### config.mk
export PLATFORM = sky130hd
export DESIGN_NAME = connection_table_engine_unit
export DESIGN_NICKNAME = d
export VERILOG_FILES = /design/src/hdl/cte_pkg.sv /design/src/hdl/cte_ram.sv /design/src/hdl/cte_ctrl.sv /design/src/hdl/cte_dp.sv /design/src/hdl/connection_table_engine_unit.sv
export SDC_FILE = /design/constraint.sdc
export NUM_CORES = 2
export LEC_CHECK = 0
export BUFFER_PORTS_ARGS = -buffer_cell sky130_fd_sc_hd__buf_4
export CAP_MARGIN = 0
export CORE_MARGIN = 2
export CORE_UTILIZATION = 55
export CTS_CLUSTER_DIAMETER = 80
export DETAILED_ROUTE_END_ITERATION = 10
export GPL_TIMING_DRIVEN = 0
export PLACE_DENSITY = 0.74
export SKIP_LAST_GASP = 1
export SLEW_MARGIN = 10
export SYNTH_ARGS = -nofsm -noshare
export SYNTH_HDL_FRONTEND = slang
export SYNTH_SLANG_ARGS = --single-unit
### constraint.sdc
create_clock -name clk -period 8.57 [get_ports clk]
set_input_delay 0.857 -clock clk [delete_from_list [all_inputs] [get_ports clk]]
set_output_delay 0.857 -clock clk [all_outputs]
set_load 0.02 [all_outputs]
### src/hdl/cte_pkg.sv
package cte_pkg;

	localparam int TABLE_DEPTH  = 64;
	localparam int UNIT_ID_BITS = 8;
	localparam int PORT_BITS    = 8;

	localparam int IDX_W   = $clog2(TABLE_DEPTH);
	localparam int CNT_W   = $clog2(TABLE_DEPTH + 1);
	// wide enough for a port and a 9-bit protected count, plus headroom
	localparam int CMP_W   = ((PORT_BITS > 9) ? PORT_BITS : 9) + 1;

	// operation codes
	localparam logic [2:0] F_CONNECT      = 3'd0;
	localparam logic [2:0] F_DISCONNECT   = 3'd1;
	localparam logic [2:0] F_SOURCE_OF    = 3'd2;
	localparam logic [2:0] F_SINKS_TERM   = 3'd3;
	localparam logic [2:0] F_SINKS_UNIT   = 3'd4;
	localparam logic [2:0] F_SOURCES_UNIT = 3'd5;
	localparam logic [2:0] F_REMOVE_UNIT  = 3'd6;
	localparam logic [2:0] F_UNUSED       = 3'd7;

	// result status codes
	localparam logic [2:0] ST_OK        = 3'd0;
	localparam logic [2:0] ST_ALREADY   = 3'd1;
	localparam logic [2:0] ST_OTHER_SRC = 3'd2;
	localparam logic [2:0] ST_NOT_CONN  = 3'd3;
	localparam logic [2:0] ST_NONE      = 3'd4;
	localparam logic [2:0] ST_FULL      = 3'd5;

	typedef logic [UNIT_ID_BITS-1:0] unit_t;
	typedef logic [PORT_BITS-1:0]    port_t;

	typedef struct packed {
		unit_t su;
		port_t sp;
		unit_t ku;
		port_t kp;
	} link_t;

	localparam int ENTRY_W = $bits(link_t);

	// controller -> datapath
	typedef struct packed {
		logic load;
		logic scan;
		logic finish;
	} cmd_t;

	// datapath -> controller
	typedef struct packed {
		logic start_scan;
		logic scan_hold;
		logic scan_end;
		logic fin_done;
	} status_t;

	function automatic unit_t to_unit(input logic [7:0] v);
		logic [UNIT_ID_BITS+7:0] w;
		w = {{UNIT_ID_BITS{1'b0}}, v};
		return w[UNIT_ID_BITS-1:0];
	endfunction

	function automatic port_t to_port(input logic [7:0] v);
		logic [PORT_BITS+7:0] w;
		w = {{PORT_BITS{1'b0}}, v};
		return w[PORT_BITS-1:0];
	endfunction

	function automatic logic [7:0] unit_out(input unit_t u);
		logic [UNIT_ID_BITS+7:0] w;
		w = {8'b0, u};
		return w[7:0];
	endfunction

	function automatic logic [7:0] port_out(input port_t p);
		logic [PORT_BITS+7:0] w;
		w = {8'b0, p};
		return w[7:0];
	endfunction

endpackage

### src/hdl/cte_ram.sv
module cte_ram #(
	parameter int WIDTH = 32,
	parameter int DEPTH = 64
) (
	input  logic                     clk,
	input  logic                     we,
	input  logic [$clog2(DEPTH)-1:0] waddr,
	input  logic [WIDTH-1:0]         wdata,
	input  logic                     re,
	input  logic [$clog2(DEPTH)-1:0] raddr,
	output logic [WIDTH-1:0]         rdata
);

	logic [WIDTH-1:0] mem_q [DEPTH];

	always_ff @(posedge clk) begin
		if (we) begin
			mem_q[waddr] <= wdata;
		end
		if (re) begin
			rdata <= mem_q[raddr];
		end
	end

endmodule

### src/hdl/cte_ctrl.sv
module cte_ctrl (
	input  logic             clk,
	input  logic             arst_n,
	input  logic             in_valid,
	output logic             in_ready,
	input  cte_pkg::status_t st,
	output cte_pkg::cmd_t    cmd
);

	typedef enum logic [2:0] {
		S_IDLE   = 3'b001,
		S_SCAN   = 3'b010,
		S_FINISH = 3'b100
	} state_t;

	state_t state_q, state_d;

	always_comb begin
		state_d  = state_q;
		cmd      = '0;
		in_ready = 1'b0;
		unique case (state_q)
			S_IDLE: begin
				in_ready = 1'b1;
				if (in_valid) begin
					cmd.load = 1'b1;
					state_d  = st.start_scan ? S_SCAN : S_FINISH;
				end
			end
			S_SCAN: begin
				cmd.scan = 1'b1;
				if (!st.scan_hold && st.scan_end) begin
					state_d = S_FINISH;
				end
			end
			S_FINISH: begin
				cmd.finish = 1'b1;
				if (st.fin_done) begin
					state_d = S_IDLE;
				end
			end
			default: state_d = S_IDLE;
		endcase
	end

	always_ff @(posedge clk or negedge arst_n) begin
		if (!arst_n) begin
			state_q <= S_IDLE;
		end else begin
			state_q <= state_d;
		end
	end

endmodule

### src/hdl/cte_dp.sv
module cte_dp (
	input  logic               clk,
	input  logic               arst_n,
	input  cte_pkg::cmd_t      cmd,
	output cte_pkg::status_t   st,
	input  logic [2:0]         func,
	input  logic [7:0]         src_unit,
	input  logic [7:0]         src_port,
	input  logic [7:0]         sink_unit,
	input  logic [7:0]         sink_port,
	input  logic [8:0]         protected_in_ports,
	input  logic [8:0]         protected_out_ports,
	output logic               out_valid,
	input  logic               out_ready,
	output logic [2:0]         status,
	output logic [7:0]         term_unit,
	output logic [7:0]         term_port,
	output logic               last
);

	localparam int IDX_W = cte_pkg::IDX_W;
	localparam int CNT_W = cte_pkg::CNT_W;
	localparam int CMP_W = cte_pkg::CMP_W;
	localparam int PB    = cte_pkg::PORT_BITS;

	// operation registers
	logic [2:0]     func_q;
	cte_pkg::unit_t su_q, ku_q;
	cte_pkg::port_t sp_q, kp_q;
	logic [8:0]     pin_q, pout_q;
	logic           ascend_q;

	// scan control
	logic [CNT_W-1:0] count_q;
	logic [IDX_W-1:0] eval_idx_q;
	logic [CNT_W-1:0] left_q;
	logic [CNT_W-1:0] wr_idx_q;
	logic             dropped_q;

	// held hit (first match or list look-ahead)
	logic             pend_vld_q;
	cte_pkg::unit_t   pend_unit_q;
	cte_pkg::port_t   pend_port_q;

	// result register
	logic             out_valid_q;
	logic [2:0]       status_q;
	logic [7:0]       term_unit_q, term_port_q;
	logic             last_q;

	// memory port
	logic                         re, we;
	logic [IDX_W-1:0]             raddr, waddr;
	logic [cte_pkg::ENTRY_W-1:0]  wdata, rdata;
	cte_pkg::link_t               e, new_link;

	logic in_list, is_list_q, is_compact_q, is_first_q;
	logic m_sink, m_src, lhit, drop, early, hold, step, out_full, fin_done;
	logic [CNT_W-1:0] cnt_m1;
	logic [IDX_W-1:0] start_idx, next_idx;
	cte_pkg::unit_t   item_unit;
	cte_pkg::port_t   item_port;
	logic [2:0]       fin_status;
	logic [7:0]       fin_unit, fin_port;
	logic             conn_ok;

	cte_ram #(
		.WIDTH(cte_pkg::ENTRY_W),
		.DEPTH(cte_pkg::TABLE_DEPTH)
	) u_ram (
		.clk  (clk),
		.we   (we),
		.waddr(waddr),
		.wdata(wdata),
		.re   (re),
		.raddr(raddr),
		.rdata(rdata)
	);

	assign e = cte_pkg::link_t'(rdata);
	assign new_link = '{su: su_q, sp: sp_q, ku: ku_q, kp: kp_q};

	assign in_list = (func == cte_pkg::F_SINKS_TERM) || (func == cte_pkg::F_SINKS_UNIT) ||
		(func == cte_pkg::F_SOURCES_UNIT);
	assign is_list_q = (func_q == cte_pkg::F_SINKS_TERM) ||
		(func_q == cte_pkg::F_SINKS_UNIT) || (func_q == cte_pkg::F_SOURCES_UNIT);
	assign is_compact_q = (func_q == cte_pkg::F_DISCONNECT) ||
		(func_q == cte_pkg::F_REMOVE_UNIT);
	assign is_first_q = (func_q == cte_pkg::F_CONNECT) || (func_q == cte_pkg::F_SOURCE_OF);

	assign m_sink = (e.ku == ku_q) && (e.kp == kp_q);
	assign m_src  = (e.su == su_q) && (e.sp == sp_q);

	always_comb begin
		lhit = 1'b0;
		drop = 1'b0;
		unique case (func_q)
			cte_pkg::F_SINKS_TERM:   lhit = m_src;
			cte_pkg::F_SINKS_UNIT:   lhit = (e.su == su_q);
			cte_pkg::F_SOURCES_UNIT: lhit = (e.ku == su_q);
			cte_pkg::F_DISCONNECT:   drop = m_src && m_sink && !dropped_q;
			cte_pkg::F_REMOVE_UNIT: begin
				drop = ((e.su == su_q) &&
					({{(CMP_W-PB){1'b0}}, e.sp} >= {{(CMP_W-9){1'b0}}, pin_q})) ||
					((e.ku == su_q) &&
					({{(CMP_W-PB){1'b0}}, e.kp} >= {{(CMP_W-9){1'b0}}, pout_q}));
			end
			default: begin
				lhit = 1'b0;
				drop = 1'b0;
			end
		endcase
	end

	assign item_unit = (func_q == cte_pkg::F_SOURCES_UNIT) ? e.su : e.ku;
	assign item_port = (func_q == cte_pkg::F_SOURCES_UNIT) ? e.sp : e.kp;

	assign out_full = out_valid_q && !out_ready;
	assign early    = is_first_q && m_sink;
	// a list hit must push the held hit out first; wait if the result reg is busy
	assign hold     = cmd.scan && is_list_q && lhit && pend_vld_q && out_full;
	assign step     = cmd.scan && !hold && !st.scan_end;
	assign fin_done = !out_full;

	assign st.start_scan = (count_q != '0) && (func != cte_pkg::F_UNUSED);
	assign st.scan_hold  = hold;
	assign st.scan_end   = early || (left_q == CNT_W'(1));
	assign st.fin_done   = fin_done;

	assign cnt_m1    = count_q - CNT_W'(1);
	assign start_idx = in_list ? cnt_m1[IDX_W-1:0] : '0;
	assign next_idx  = ascend_q ? (eval_idx_q + IDX_W'(1)) : (eval_idx_q - IDX_W'(1));

	assign re    = cmd.load || step;
	assign raddr = cmd.load ? start_idx : next_idx;

	assign conn_ok = (func_q == cte_pkg::F_CONNECT) && !pend_vld_q &&
		(count_q != CNT_W'(cte_pkg::TABLE_DEPTH));

	// compaction writes trail the read pointer; a new link goes at the end
	always_comb begin
		we    = 1'b0;
		waddr = wr_idx_q[IDX_W-1:0];
		wdata = e;
		if (cmd.scan && is_compact_q && !drop) begin
			we = 1'b1;
		end else if (cmd.finish && fin_done && conn_ok) begin
			we    = 1'b1;
			waddr = count_q[IDX_W-1:0];
			wdata = new_link;
		end
	end

	always_comb begin
		fin_status = cte_pkg::ST_NONE;
		fin_unit   = '0;
		fin_port   = '0;
		priority case (1'b1)
			func_q == cte_pkg::F_CONNECT: begin
				if (pend_vld_q) begin
					fin_status = ((pend_unit_q == su_q) && (pend_port_q == sp_q)) ?
						cte_pkg::ST_ALREADY : cte_pkg::ST_OTHER_SRC;
					fin_unit = cte_pkg::unit_out(pend_unit_q);
					fin_port = cte_pkg::port_out(pend_port_q);
				end else if (conn_ok) begin
					fin_status = cte_pkg::ST_OK;
				end else begin
					fin_status = cte_pkg::ST_FULL;
				end
			end
			func_q == cte_pkg::F_DISCONNECT:
				fin_status = dropped_q ? cte_pkg::ST_OK : cte_pkg::ST_NOT_CONN;
			func_q == cte_pkg::F_REMOVE_UNIT:
				fin_status = cte_pkg::ST_OK;
			(func_q == cte_pkg::F_SOURCE_OF) || is_list_q: begin
				if (pend_vld_q) begin
					fin_status = cte_pkg::ST_OK;
					fin_unit   = cte_pkg::unit_out(pend_unit_q);
					fin_port   = cte_pkg::port_out(pend_port_q);
				end
			end
			default: fin_status = cte_pkg::ST_NONE;
		endcase
	end

	// control state
	always_ff @(posedge clk or negedge arst_n) begin
		if (!arst_n) begin
			count_q     <= '0;
			pend_vld_q  <= 1'b0;
			dropped_q   <= 1'b0;
			out_valid_q <= 1'b0;
		end else begin
			if (out_valid_q && out_ready) begin
				out_valid_q <= 1'b0;
			end
			if (cmd.load) begin
				pend_vld_q <= 1'b0;
				dropped_q  <= 1'b0;
			end
			if (cmd.scan && !hold) begin
				if ((func_q == cte_pkg::F_DISCONNECT) && drop) begin
					dropped_q <= 1'b1;
				end
				if (early || (is_list_q && lhit)) begin
					pend_vld_q <= 1'b1;
				end
				if (is_list_q && lhit && pend_vld_q) begin
					out_valid_q <= 1'b1;
				end
			end
			if (cmd.finish && fin_done) begin
				out_valid_q <= 1'b1;
				if (conn_ok) begin
					count_q <= count_q + CNT_W'(1);
				end else if (is_compact_q) begin
					count_q <= wr_idx_q;
				end
			end
		end
	end

	// payload
	always_ff @(posedge clk) begin
		if (cmd.load) begin
			func_q     <= func;
			su_q       <= cte_pkg::to_unit(src_unit);
			sp_q       <= cte_pkg::to_port(src_port);
			ku_q       <= cte_pkg::to_unit(sink_unit);
			kp_q       <= cte_pkg::to_port(sink_port);
			pin_q      <= protected_in_ports;
			pout_q     <= protected_out_ports;
			ascend_q   <= !in_list;
			eval_idx_q <= start_idx;
			left_q     <= count_q;
			wr_idx_q   <= '0;
		end
		if (cmd.scan && !hold) begin
			if (is_compact_q && !drop) begin
				wr_idx_q <= wr_idx_q + CNT_W'(1);
			end
			if (step) begin
				eval_idx_q <= next_idx;
				left_q     <= left_q - CNT_W'(1);
			end
			if (early) begin
				pend_unit_q <= e.su;
				pend_port_q <= e.sp;
			end else if (is_list_q && lhit) begin
				pend_unit_q <= item_unit;
				pend_port_q <= item_port;
			end
			if (is_list_q && lhit && pend_vld_q) begin
				status_q    <= cte_pkg::ST_OK;
				term_unit_q <= cte_pkg::unit_out(pend_unit_q);
				term_port_q <= cte_pkg::port_out(pend_port_q);
				last_q      <= 1'b0;
			end
		end
		if (cmd.finish && fin_done) begin
			status_q    <= fin_status;
			term_unit_q <= fin_unit;
			term_port_q <= fin_port;
			last_q      <= 1'b1;
		end
	end

	assign out_valid = out_valid_q;
	assign status    = status_q;
	assign term_unit = term_unit_q;
	assign term_port = term_port_q;
	assign last      = last_q;

`ifndef SYNTHESIS
	a_count_range: assert property (@(posedge clk) disable iff (!arst_n)
		count_q <= CNT_W'(cte_pkg::TABLE_DEPTH))
		else $error("link count beyond table depth");

	a_scan_left: assert property (@(posedge clk) disable iff (!arst_n)
		cmd.scan |-> (left_q != '0))
		else $error("scan running with no entries left");

	a_wr_behind: assert property (@(posedge clk) disable iff (!arst_n)
		cmd.scan |-> (wr_idx_q <= count_q))
		else $error("compaction pointer past table end");

	a_hold_freeze: assert property (@(posedge clk) disable iff (!arst_n)
		(cmd.scan && hold) |=> ($stable(eval_idx_q) && $stable(left_q) && cmd.scan))
		else $error("scan moved while held on a busy result");
`endif

endmodule

### src/hdl/connection_table_engine_unit.sv
// Connection table engine: ordered table of source->sink links in one RAM.
// Lists stream one result per scanned hit; the final result carries last.
// The scan reads one link RAM entry per cycle unless a list hit waits on a busy result;
// a new operation is taken only once the previous one has posted its final result.
// Reset: link count cleared at once; RAM contents are not cleared (never used past count).
module connection_table_engine_unit (
	input  logic       clk,
	input  logic       arst_n,
	// request channel
	input  logic       in_valid,
	output logic       in_ready,
	input  logic [2:0] func,
	input  logic [7:0] src_unit,
	input  logic [7:0] src_port,
	input  logic [7:0] sink_unit,
	input  logic [7:0] sink_port,
	input  logic [8:0] protected_in_ports,
	input  logic [8:0] protected_out_ports,
	// result channel
	output logic       out_valid,
	input  logic       out_ready,
	output logic [2:0] status,
	output logic [7:0] term_unit,
	output logic [7:0] term_port,
	output logic       last
);

	// Controller sequences each transaction: load operands and issue the
	// first RAM read, scan one entry per cycle unless a list hit waits on
	// a busy result, then post the final result. Scan runs ascending for
	// lookups, connect and compaction, and descending for list operations.
	cte_pkg::cmd_t    cmd;
	cte_pkg::status_t st;

	cte_ctrl u_ctrl (
		.clk     (clk),
		.arst_n  (arst_n),
		.in_valid(in_valid),
		.in_ready(in_ready),
		.st      (st),
		.cmd     (cmd)
	);

	// Datapath: link RAM, scan/compaction pointers, held hit and the
	// result register. A list result is emitted one hit late so the
	// final one can be marked last; compaction writes kept entries back
	// behind the read pointer during the same scan.
	cte_dp u_dp (
		.clk                (clk),
		.arst_n             (arst_n),
		.cmd                (cmd),
		.st                 (st),
		.func               (func),
		.src_unit           (src_unit),
		.src_port           (src_port),
		.sink_unit          (sink_unit),
		.sink_port          (sink_port),
		.protected_in_ports (protected_in_ports),
		.protected_out_ports(protected_out_ports),
		.out_valid          (out_valid),
		.out_ready          (out_ready),
		.status             (status),
		.term_unit          (term_unit),
		.term_port          (term_port),
		.last               (last)
	);

endmodule

# [Word-level counts from Yosys, hierarchy flattened]
# Memory sizes are Yosys's and may differ from the RTL's. A register that Yosys moved wholly into a read port is not among the register bits.
# Index checks and enable logic that the tools add are counted.
[classes] n_reduce_logical=58 order_cmp=2 addsub=6 muxes=78 n_eq_ne=25
[op_table] operator="two-way mux 8 bit" n=22
[op_table] operator="two-way mux 32 bit" n=2
[op_table] operator="equality test 8 bit" n=7
[op_table] operator="two-way mux 7 bit" n=8
[op_table] operator="two-way mux 6 bit" n=8
[op_table] operator="two-way mux 3 bit" n=14
[op_table] operator="logical AND 1 bit" n=28
[op_table] operator="two-way mux 1 bit" n=19
[op_table] operator="equality test 3 bit, second input constant" n=6
[op_table] operator="greater-or-equal comparator 8 x 9 -> 1 bit" n=2
[op_table] operator="adder 7 x 1 -> 7 bit, second input constant" n=2
[op_table] operator="equality test 3 x 2 -> 1 bit, second input constant" n=4
[op_table] operator="subtractor 6 x 1 -> 6 bit, second input constant" n=2
[op_table] operator="logical OR 1 bit" n=11
[op_table] operator="case mux 3 bit (3 select lines)" n=1
[op_table] operator="logical NOT 1 bit" n=8
[op_table] operator="AND reduction 2 bit" n=4
[op_table] operator="nonzero test 2 bit" n=4
[op_table] operator="equality test 7 x 1 -> 1 bit, second input constant" n=1
[op_table] operator="inequality test 7 bit, second input constant" n=1
[op_table] operator="nonzero test 7 bit" n=1
[op_table] operator="subtractor 7 x 1 -> 7 bit, second input constant" n=1
[op_table] operator="adder 6 x 1 -> 6 bit, second input constant" n=1
[op_table] operator="equality test 3 x 1 -> 1 bit, second input constant" n=2
[op_table] operator="8 further kinds" n=10
[word_totals] ramBits=2048 out_inout_bits=22 n_memories=1 inputBits=57 regBits=123 wordCells=192
[memory_table] memory="u_dp.u_ram.mem_q" depth=64 word_bits=32 rd=1 rd_ports_with_merged_regs=1 write_ports=1 line="cte_ram.sv:14" text="logic [WIDTH-1:0] mem_q [DEPTH];"

# [Depth between registers and ports, before layout]
[logic_depth] word_depth=12 mapped_depth=13 mapped_depth_nobuf=10

# [By module]
# From an unflattened synthesis, not the netlist that was laid out.
[hier_totals] cells_unflattened=3928 area_unflattened_um2=85857.3
[modules_own_cells] mod="cte_ram" area_each_um2=78835.6 cells_each=3324 seq_area_each_um2=62459.9 n_inst=1
[modules_own_cells] mod="cte_dp" area_each_um2=6842.8 cells_each=587 seq_area_each_um2=3343.2 n_inst=1
[modules_own_cells] mod="cte_ctrl" area_each_um2=178.9 cells_each=17 seq_area_each_um2=76.3 n_inst=1

# [Least setup slack after synthesis]
# Ideal clock, no wire load.
[synth_path] path_type="input port to flip-flop" start="input port out_ready" end="memory u_dp.u_ram.mem_q[0][0] (data pin)" path_slack_ps=3616 cell_stages=6 n_path_buf=2 setup_ps=702 arrival_time_ps=4252 required_time_ps=7868 path_cell_list="nand2b_1 > nand2b_1 > clkbuf_1 > nor2_2 > clkbuf_1 > o21ai_0"
[synth_between] elab_chain_cells=7
[synth_rtl] element="start: declaration" line="connection_table_engine_unit.sv:21" text="input logic out_ready,"
[synth_rtl] element="logical NOT 1 bit" line="cte_dp.sv:118" text="assign out_full = out_valid_q && !out_ready;"
[synth_rtl] element="logical AND 1 bit" line="cte_dp.sv:118"
[synth_rtl] element="logical NOT 1 bit" line="cte_dp.sv:123" text="assign fin_done = !out_full;"
[synth_rtl] element="logical AND 1 bit (2 in a row)" line="cte_dp.sv:147" text="end else if (cmd.finish && fin_done && conn_ok) begin"
[synth_rtl] element="two-way mux 32 bit" line="cte_dp.sv:147"
[synth_rtl] element="two-way mux 32 bit" line="cte_dp.sv:145" text="if (cmd.scan && is_compact_q && !drop) begin"
[synth_rtl] element="named net u_dp.u_ram.wdata[0]" line="cte_ram.sv:8" text="input logic [WIDTH-1:0] wdata,"
[synth_rtl] element="end: declaration" line="cte_ram.sv:14"
# The timed path passes the listed nets, and every way through them passes these cells.

# [Final worst setup path]
[layout_path] start="register u_dp.count_q[1]" end="register u_dp.u_ram.rdata[24], read port of u_dp.u_ram.mem_q (data pin)"
[layout_between] elab_chain_cells=3
[layout_rtl] element="start: declaration" line="cte_dp.sv:34" text="logic [CNT_W-1:0] count_q;"
[layout_rtl] element="start signal: assignment" line="cte_dp.sv:215" text="count_q <= count_q + CNT_W'(1);"
[layout_rtl] element="start signal: assignment" line="cte_dp.sv:217" text="count_q <= wr_idx_q;"
[layout_rtl] element="subtractor 6 x 1 -> 6 bit" line="cte_dp.sv:130" text="assign cnt_m1 = count_q - CNT_W'(1);"
[layout_rtl] element="two-way mux 6 bit" line="cte_dp.sv:131" text="assign start_idx = in_list ? cnt_m1[IDX_W-1:0] : '0;"
[layout_rtl] element="two-way mux 6 bit" line="cte_dp.sv:135" text="assign raddr = cmd.load ? start_idx : next_idx;"
[layout_rtl] element="end: declaration" line="cte_ram.sv:11" text="output logic [WIDTH-1:0] rdata"
# Every way passes these cells.
# A chain may end at the register's enable or synchronous reset.

==> impl_results.md <==
* Max Cap Violations at 0
* Net count after synthesis at 6859
* Reg2reg end: u_dp.u_ram.rdata[24]$_DFFE_PP_
* DR DRC count at 0
* Critical Path Start Type: register
* Num ports at 79
* Port bufs at 78
* Critical path endpoint category: register
* Worst Reg-to-Reg Cells at 11
* Clk Latency, worst-skew pair at 0.87 ns
* Synth warn at 0
* Layout Utilization at 63.44%
* Min Tclk post-route at 5.491 ns
* Ys flop type: edfxtp_1
* GRT Residual Overflow at 0
* HPWL after DPL at 183.5 mm
* Slack of the critical path at 3.079 ns
* Worst setup path start: u_dp.count_q[1]$_DFFE_PN0P_
* Number of global-route vias before repair at 57020
* Worst Skew at 0.06377 ns
* Avg Inst Size Synth at 12.97 µm²
* Area growth syn-to-layout at 14.48%
* Worst Max-Slew Pin Slew at 1.332 ns
* Critical path's slowest cell: clkbuf_1
* Layout net count at 7239
* Synth cell types at 72
* DIE AREA at 163000 µm²
* Non-Filler Instances at 9421
* Relative slew slack at 10.79%
* Mapped Cells at 6775
* Share of layout cells above drive strength 1 at 10.17%
* Clk slew on worst S/H paths at 0.07 ns
* Synth async-reset ratio at 0.5901%
* Starting Density at 55.42%
* First-pass GRT wire length at 383.1 mm
* Root Buffer: clkbuf_16
* Post-synth EDFFs at 2169
* Most Frequent Cell on Critical Path: clkbuf_1
* Die height at 403.7 µm
* Crit path kind: reg -> reg
* Worst hold margin at 0.1902 ns
* Initial detailed-routing violation count at 9675
* Placed insts at 9015
* Clk buf depth at 3
* Post-synthesis instance area at 87870 µm²
* Final Cycle Share at 64.07%
* Critical Path Max Stage Delay at 0.84 ns
* Status: finished clean
* Flop2flop setup slack at 3.08 ns
* WL per Instance at 28.54 µm
* RSZ-0062 raised after global routing: no
* FF-to-FF Start: u_dp.count_q[1]$_DFFE_PN0P_
* Clock sink count at 2203
* Initial antenna violation count at 31
* WP data required at 9.23 ns
* Crit path DAT at 6.16 ns
* Via-per-instance ratio at 6.419
* Flops & latches, synth at 2203
* Worst hold path class: in -> reg
* Site Rows at 146
* Die W at 403.7 µm
* GRT Total Usage at 32.62%
* Drt first pass iters at 7
* Final setup fails at 0
* Detail Route Antenna Nets at 0
* Core Box Area at 158600 µm²
* TritonCTS buffer count at 209
* Register area share after synthesis at 74.97%
* GP Congestion at 1.056
* CTS tree: yes
* Count of final max-slew check failures at 0
* Critical path, cell by cell: inv_1, ha_1, a211o_1, nand2_1, clkbuf_1, clkbuf_1, a211oi_1, a31oi_1, a32oi_1, a21boi_0, or4_1
* DRT Wirelength at 268.9 mm
* CP max FO at 10
* Max Freq at 0.1821 GHz
* Vias post-DR at 60470
* Final Hold Fails at 0
* Clock H-tree levels at 4
* Setup WS pre-CTS at 3.141 ns
* Critical Path End: u_dp.u_ram.rdata[24]$_DFFE_PP_
* Largest net degree at the start of global routing at 65
Yosys cell counts (7+ instances only):
cell	count	area [µm²]
dfrtp_1	12	300.3
a21boi_1	32	240.2
nor3_1	13	65.06
ha_1	26	325.3
dfxtp_1	21	420.4
a21oi_1	28	140.1
or4_1	33	247.7
nor2b_1	20	125.1
buf_2	136	680.7
a31oi_1	262	1639
clkbuf_1	259	972.2
a21boi_0	33	247.7
a211oi_1	66	495.5
nor4_1	15	93.84
edfxtp_1	2169	65130
mux2i_1	10	100.1
nand4_1	137	857.1
xor2_1	61	534.3
o21ai_0	26	130.1
nand2_1	2081	7811
o221a_2	7	78.83
buf_1	25	93.84
and3_1	66	412.9
mux2_2	17	191.4
a21o_1	15	112.6
nor2_1	92	345.3
nand3_1	917	4589
nand2b_1	10	62.56
inv_1	40	150.1
buf_4	7	52.55
a32oi_1	64	560.5
timing repair:
item	4_1_cts	5_1_grt
hold buffers	1	0
buffers inserted	0	0
endpoints found under the hold margin	12	0
setup endpoints to repair	0	0
gates resized for setup	0	0
registers in the layout (all words and copies together), names as in the netlist, 8 cells and up:
signal / flops
u_dp.pout_q: 9
u_dp.u_ram.mem_q: 2048
u_dp.su_q: 8
u_dp.pend_unit_q: 8
u_dp.sp_q: 8
u_dp.pin_q: 9
u_dp.term_port: 8
u_dp.ku_q: 8
u_dp.kp_q: 8
u_dp.pend_port_q: 8
u_dp.term_unit: 8
u_dp.u_ram.rdata: 32
cell type report:
type                    instances  area (µm²)
fillers                     11150       57970
repair buffers                169        2643
well taps                    2072        2592
multi-input cells            4096       20690
flip-flops and latches       2203       65880
diodes                         20       50.05
clock inverters               111        1140
plain buffers                 435        1888
inverters                      41       153.9
clock buffers                 274        5558
placed cells by master (no fill, tap or decap), types with 34 or more instances in the layout:
master,instances
a211oi_1,66
a31oi_1,262
a32oi_1,64
and3_1,66
buf_12,54
buf_16,34
buf_2,136
buf_4,85
clkbuf_1,314
clkbuf_16,212
clkinv_1,47
edfxtp_1,2169
inv_1,39
nand2_1,2051
nand3_1,917
nand4_1,137
nor2_4,64
xor2_1,61
critical path, delay by kind of cell (launching register included):
family | cells | cell delay [ns]
compound gates | 5 | 1.82
buf+inv | 3 | 1.87
flops | 1 | 0.45
simple gates | 2 | 0.77
fa+ha+maj | 1 | 0.36
how the worst min path moves through the flow:
stage / from / endpoint / slack [ns] / cells past startpoint
detailed placement: u_dp.wr_idx_q[6]$_DFF_P_ / u_dp.wr_idx_q[6]$_DFF_P_ / 0.46 / 1
CTS: protected_in_ports[8] / u_dp.pin_q[8]$_DFFE_PP_ / 0.15 / 1
finish: protected_in_ports[8] / u_dp.pin_q[8]$_DFFE_PP_ / 0.19 / 1
global placement: u_dp.eval_idx_q[4]$_DFF_P_ / u_dp.eval_idx_q[4]$_DFF_P_ / 0.44 / 2
global route: protected_in_ports[2] / u_dp.pin_q[2]$_DFFE_PP_ / 0.17 / 1
floorplan: u_dp.wr_idx_q[6]$_DFF_P_ / u_dp.wr_idx_q[6]$_DFF_P_ / 0.43 / 1
stage by stage:
stage                     cell area (µm²)  TNS (ns)
final                              100600         0
after global routing               100500         0
after CTS                          100500         0
after detailed placement            93830         0
after global placement              91050   -178.62
after floorplan                     87870         0
routing by layer:
metal / global-route usage (%) / wire length, µm
met2: 47.90 / 117500
met5: 0 / 282
met1: 43.15 / 94500
met3: 9.337 / 37890
met4: 20.33 / 18740
logic make-up after synthesis:
kind of cell	synth area share, %
DFF	74.97
buffers and inverters	2.314
adders and majority gates	0.3930
muxes	0.3318
xor gates and xnor gates	0.6379
and+or+nand+nor	16.89
AOI/OAI and AO/OA	4.456
Power is left out: the tool's default activity adds up to more than one toggle a clock period on the data nets, which glitch-free logic cannot reach.
